### config.mk
export PLATFORM = sky130hd
export DESIGN_NAME = aecho_regs
export DESIGN_NICKNAME = d
export VERILOG_FILES = /design/src/rtl/aecho_pkg.sv /design/src/rtl/aecho_dcalc.sv /design/src/rtl/aecho_regs.sv
export SDC_FILE = /design/constraint.sdc
export NUM_CORES = 1
export LEC_CHECK = 0
export ABC_AREA = 1
export BUFFER_PORTS_ARGS = -buffer_cell sky130_fd_sc_hd__buf_2
export CORE_ASPECT_RATIO = 2
export CORE_MARGIN = 2
export CORE_UTILIZATION = 66
export DETAILED_ROUTE_END_ITERATION = 10
export PLACE_DENSITY = 0.95
export SYNTH_ARGS = -nofsm -noshare
export SYNTH_HDL_FRONTEND = slang
export SYNTH_SLANG_ARGS = --single-unit
### constraint.sdc
create_clock -name clk -period 10.1 [get_ports clk]
set_input_delay 1.01 -clock clk [delete_from_list [all_inputs] [get_ports clk]]
set_output_delay 1.01 -clock clk [all_outputs]
set_load 0.02 [all_outputs]
### src/rtl/aecho_pkg.sv
`timescale 1ns / 1ps
package aecho_pkg;

    // Delay memory; depth must be a power of two so the ring pointer wraps.
    localparam int DELAY_DEPTH = 32768;
    localparam int ADDR_W      = $clog2(DELAY_DEPTH);
    localparam int FILL_W      = ADDR_W + 1;

    localparam int SAMPLE_W = 16;
    localparam int GAIN_W   = 12;
    localparam int MS_W     = 11;
    localparam int RATE_W   = 18;

    localparam logic [GAIN_W-1:0] GAIN_MAX   = 12'd2560;
    localparam logic [RATE_W-1:0] RATE_RESET = 18'd44100;

    // Delay conversion: floor((ms * rate + 500) / 1000) as a reciprocal multiply.
    localparam int NUM_W       = MS_W + RATE_W + 1;
    localparam int RECIP_SHIFT = 40;
    localparam int RECIP_W     = 31;
    localparam int PROD_W      = NUM_W + RECIP_W;
    localparam int QUOT_W      = PROD_W - RECIP_SHIFT;
    localparam logic [NUM_W-1:0]   HALF_MS    = NUM_W'(500);
    localparam logic [RECIP_W-1:0] RECIP_MULT =
        RECIP_W'(((64'd1 << RECIP_SHIFT) + 64'd999) / 64'd1000);
    localparam logic [ADDR_W-1:0]  DELAY_MAX  = ADDR_W'(DELAY_DEPTH - 1);

    // Configuration port
    localparam int PADDR_W   = 4;
    localparam int PDATA_W   = 32;
    localparam int REG_IDX_W = 2;
    localparam logic [REG_IDX_W-1:0] REG_GAIN  = 2'd0;
    localparam logic [REG_IDX_W-1:0] REG_DELAY = 2'd1;
    localparam logic [REG_IDX_W-1:0] REG_RATE  = 2'd2;

    typedef struct packed {
        logic signed [SAMPLE_W-1:0] sample_in;
        logic                       clip_start;
        logic                       clip_end;
    } in_item_t;

    typedef struct packed {
        logic signed [SAMPLE_W-1:0] sample_out;
        logic                       end_out;
    } out_item_t;

    typedef struct packed {
        logic [GAIN_W-1:0] gain;
        logic [ADDR_W-1:0] delay;
        logic              busy;
    } cfg_t;

endpackage

### src/rtl/aecho_dcalc.sv
`timescale 1ns / 1ps
module aecho_dcalc (
    input  logic                          clk,
    input  logic                          rst_n,
    input  logic                          start,
    input  logic [aecho_pkg::MS_W-1:0]    delay_ms,
    input  logic [aecho_pkg::RATE_W-1:0]  rate_hz,
    output logic [aecho_pkg::ADDR_W-1:0]  delay,
    output logic                          busy
);
    import aecho_pkg::*;

    logic [2:0]          stage_vld_reg;
    logic [NUM_W-1:0]    num_reg;
    logic [PROD_W-1:0]   prod_reg;
    logic [ADDR_W-1:0]   delay_reg;
    logic [QUOT_W-1:0]   quot;
    logic [ADDR_W-1:0]   delay_next;

    always_comb
    begin
        quot = prod_reg[PROD_W-1:RECIP_SHIFT];
        if (quot > QUOT_W'(DELAY_MAX))
        begin
            delay_next = DELAY_MAX;
        end
        else
        begin
            delay_next = quot[ADDR_W-1:0];
        end
    end

    always_ff @(posedge clk or negedge rst_n)
    begin
        if (!rst_n)
        begin
            stage_vld_reg <= '0;
            delay_reg     <= '0;
        end
        else
        begin
            stage_vld_reg <= {stage_vld_reg[1:0], start};
            if (stage_vld_reg[2])
            begin
                delay_reg <= delay_next;
            end
        end
    end

    // Payload stages: product plus rounding offset, then reciprocal multiply.
    always_ff @(posedge clk)
    begin
        if (stage_vld_reg[0])
        begin
            num_reg <= NUM_W'(delay_ms) * NUM_W'(rate_hz) + HALF_MS;
        end
        if (stage_vld_reg[1])
        begin
            prod_reg <= PROD_W'(num_reg) * PROD_W'(RECIP_MULT);
        end
    end

    assign delay = delay_reg;
    assign busy  = |stage_vld_reg;

endmodule

### src/rtl/aecho_regs.sv
`timescale 1ns / 1ps
module aecho_regs (
    input  logic                          clk,
    input  logic                          rst_n,
    input  logic                          psel,
    input  logic                          penable,
    input  logic                          pwrite,
    input  logic [aecho_pkg::PADDR_W-1:0] paddr,
    input  logic [aecho_pkg::PDATA_W-1:0] pwdata,
    output logic [aecho_pkg::PDATA_W-1:0] prdata,
    output logic                          pready,
    output aecho_pkg::cfg_t               cfg
);
    import aecho_pkg::*;

    logic [GAIN_W-1:0]    gain_reg;
    logic [MS_W-1:0]      ms_reg;
    logic [RATE_W-1:0]    rate_reg;
    logic                 calc_start_reg;
    logic [REG_IDX_W-1:0] reg_idx;
    logic                 wr_en;
    logic [ADDR_W-1:0]    delay;
    logic                 calc_busy;

    assign reg_idx = paddr[PADDR_W-1:PADDR_W-REG_IDX_W];
    assign wr_en   = psel && penable && pwrite;
    assign pready  = 1'b1;

    always_ff @(posedge clk or negedge rst_n)
    begin
        if (!rst_n)
        begin
            gain_reg       <= '0;
            ms_reg         <= '0;
            rate_reg       <= RATE_RESET;
            calc_start_reg <= 1'b0;
        end
        else
        begin
            calc_start_reg <= 1'b0;
            if (wr_en)
            begin
                unique case (reg_idx)
                    REG_GAIN:  gain_reg <= pwdata[GAIN_W-1:0];
                    REG_DELAY:
                    begin
                        ms_reg         <= pwdata[MS_W-1:0];
                        calc_start_reg <= 1'b1;
                    end
                    REG_RATE:
                    begin
                        rate_reg       <= pwdata[RATE_W-1:0];
                        calc_start_reg <= 1'b1;
                    end
                    default: ;
                endcase
            end
        end
    end

    always_comb
    begin
        unique case (reg_idx)
            REG_GAIN:  prdata = PDATA_W'(gain_reg);
            REG_DELAY: prdata = PDATA_W'(ms_reg);
            REG_RATE:  prdata = PDATA_W'(rate_reg);
            default:   prdata = '0;
        endcase
    end

    aecho_dcalc u_dcalc (
        .clk      (clk),
        .rst_n    (rst_n),
        .start    (calc_start_reg),
        .delay_ms (ms_reg),
        .rate_hz  (rate_reg),
        .delay    (delay),
        .busy     (calc_busy)
    );

    // Hold off items from the write edge until the new delay lands.
    always_comb
    begin
        cfg.gain  = gain_reg;
        cfg.delay = delay;
        cfg.busy  = calc_start_reg || calc_busy;
    end

endmodule

==> flow_summary.yaml <==
final_layout:
  num-fill-cells: 2989
  drive_above_1_share_pct: 4.18
  syn_to_final_growth_pct: 4.18
  largest_reg_flops: 30
  final-instance-count-excl-fill: 3975
  postLayoutCoreUtil_pct: 69.8
  num-nets-final: 4356
  multiInputGateArea_sq_mm: 0.0198
  regArea_sq_mm: 0.00304
clock_network:
  cts_made_buffers: 9
  cts_max_path_buffers: 2
  ctsHoldBuffers: 0
  postCtsSetupBuffers: 0
  cts_root_buf: "clkbuf_16"
  cts_tree: "built"
  cts-htree-levels: 3
  cts.sinks: 111
  cts.repair.resized: 0
  worstSkewPairLatency_ns: 0.38
  clkTransAtPathRegs_ns: 0.09
synth:
  synth_top_area_share_pct: 31.6
  postSynthCellCount: 3406
  synth_fa_ha_area_share_pct: 52.4
  synth_compound_area_share_pct: 2.89
  synth_area_leaders: "fa_1, ha_1, inv_1"
  synth_xor_xnor_area_share_pct: 0.648
  ys_ff_latch: 111
  synth.cell_area_sq_mm: 0.0270
  synth_top_family_by_area: "adder cells"
  synthMuxAreaShare_pct: 0.250
  yosys_warnings: 0
  synthSimpleGateAreaFrac_pct: 16.8
  yosys.cell_types.count: 41
  synth_seq_area_share_pct: 11.2
  syn_area_per_cell_sq_um: 7.94
  synth_area_leader_cell: "fa_1"
timing:
  max_freq_ghz: 0.143
  slew_viol_final: 0
  min_period_over_period_pct: 69.4
  tightest_slew_ns: 1.03
  rsz0062_at_grt: "no"
  finalSetupViolCount: 0
  max_slew_margin_pct: 31.7
  finalSetupTns_ns: 0
  final-hold-violation-count: 0
  fin_crit_ns: 7.01
  fin_worst_skew_ns: 0.0128
detailed_routing:
  ant_nets: 0
  drtIter0Drc: 1401
  drc: 0
  viasPerCell: 5.77
  wire_per_inst_microns: 21.5
  drt_pass1_iterations: 6
  wirelength_microns: 85400
  via_count: 22900
worst_setup_path:
  crit_arrival_ns: 7.16
  crit_path_end_kind: "flip-flop"
  crit_required_ns: 10.25
  critPathLaunchType: "flip-flop"
  r2r_slack_ns: 3.09
  crit_type: "flip-flop to flip-flop"
  worstPathMaxFanout: 10
global_route:
  grt_max_degree: 61
  global_route.usage.met1_pct: 35.0
  use_met2_pct: 73.9
  grt_pass1_vias: 25700
  antenna_found_initial: 0
  grt_pass1_wl_microns: 134000
  gr-total-overflow: 0
  track_usage_pct: 41.9
  met3_usage_pct: 10.4
  grt-busiest-layer: "met2"
floorplan:
  initial_utilization_pct: 67.0
  die_width_microns: 147
  io_pins: 102
  fp.dieH_microns: 290
  dieArea_sq_mm: 0.0427
  fp.coreArea_sq_mm: 0.0403
  num_rows: 104
outcome:
  status: "finished clean"
place:
  portBuffers: 70
  place_inst: 3958
  place_hpwl_microns: 69900
  place_congestion: 1.04
run:
  drv_cap: 0
worst_hold_path:
  min_path_type: "flip-flop to flip-flop"
-- worst max-delay path: stages, from the launching register on --
cell,delay [ns]
edfxtp_1,0.79
ha_1,0.38
fa_1,0.48
fa_1,0.65
inv_1,0.09
fa_1,0.52
inv_1,0.06
fa_1,0.51
fa_1,0.52
fa_1,0.53
inv_1,0.06
fa_1,0.49
inv_1,0.05
ha_1,0.32
nand2_1,0.29
inv_1,0.10
a21oi_1,0.30
nand2_1,0.15
nand2_1,0.13
nand2_1,0.06
nand2_1,0.10
nand3_1,0.08
nand2_1,0.06
nand2_1,0.04
-- final cells by class --
class,instances,share of cell area [%]
multi-input cells,2186,70.2
inverters,1052,14.0
clock buffers,9,0.799
repair buffers,79,1.48
clock inverters,7,0.333
flip-flops and latches,111,10.8
diodes,1,0.00888
well taps,530,2.35
-- layer usage --
layer / wire length, microns / share of wire (%)
met4: 12400 / 15
met2: 43400 / 51
met1: 23100 / 27
met5: 0 / 0
met3: 6530 / 7.6
-- through the flow --
| step | worst slack (ns) | area, sq um | hold slack [ns] |
|---|---|---|---|
| 2_1_floorplan | 4.30 | 27100 | 0.346 |
| 3_3_place_gp | 3.57 | 27900 | 0.376 |
| 3_5_place_dp | 3.46 | 27900 | 0.389 |
| 4_1_cts | 3.44 | 28200 | 0.404 |
| 5_1_grt | 2.89 | 28200 | 0.422 |
| 6_report | 3.09 | 28200 | 0.403 |
-- path summary, 6_finish.rpt --
kind	start	to	cells after the start
worst max-delay path	u_dcalc.num_reg[19]	u_dcalc.prod_reg[56]	23
worst min-delay path	calc_start_reg	u_dcalc.stage_vld_reg[0]	0
worst max register to register	u_dcalc.num_reg[19]	u_dcalc.prod_reg[56]	23
worst min register to register	calc_start_reg	u_dcalc.stage_vld_reg[0]	0
max in group asynchronous	rst_n	rate_reg[12]	2
min in group asynchronous	rst_n	u_dcalc.delay[4]	2
-- Yosys cell counts --
cell,n
ha_1,449
nor2_2,11
fa_1,427
nand2b_1,1
a31oi_1,2
nor2_1,120
dfstp_2,6
nand2_2,11
a21oi_2,1
xnor2_1,6
mux2_2,6
a21oi_1,62
o31ai_1,1
a21o_1,4
a21boi_0,1
inv_1,1048
o21bai_1,4
buf_2,2
nand2_1,836
edfxtp_1,51
conb_1,2
nand3b_1,2
inv_2,4
o21ai_2,1
nand4_1,25
buf_4,15
and2_1,6
or4_1,1
and3_1,2
buf_1,2
nor3_1,17
nor3_2,2
or2_2,2
clkbuf_1,51
a211oi_1,2
nor4_1,1
o21ai_0,70
xor2_1,14
nand3_1,79
nor2_4,5
dfrtp_1,54
-- cells by family (layout without fill, tap and decap cells) --
group	count (synthesis)	after routing
compound gates	148	148
xor+xnor	20	20
fa+ha+maj	876	876
buf+inv	1122	1147
flops	111	111
mux	6	6
other cells	2	16
simple gates	1121	1121
-- placed cells by master (no fill, tap or decap), types with 4 or more instances in the layout --
cell type	count
nand4_1	25
dfstp_2	6
a21o_1	4
dfrtp_1	54
and2_1	6
xor2_1	14
nand2_1	836
nor2_2	11
clkbuf_16	9
nor2_4	5
xnor2_1	6
a21oi_1	62
fa_1	427
nand2_2	11
o21bai_1	4
nor2_1	120
edfxtp_1	51
buf_2	70
conb_1	15
nand3_1	79
clkinv_8	4
inv_2	4
nor3_1	17
inv_1	1048
ha_1	449
mux2_2	6
buf_4	9
o21ai_0	70
Power is not shown: default switching activity piles up to over one toggle a cycle in this logic, so the estimate is an artifact.
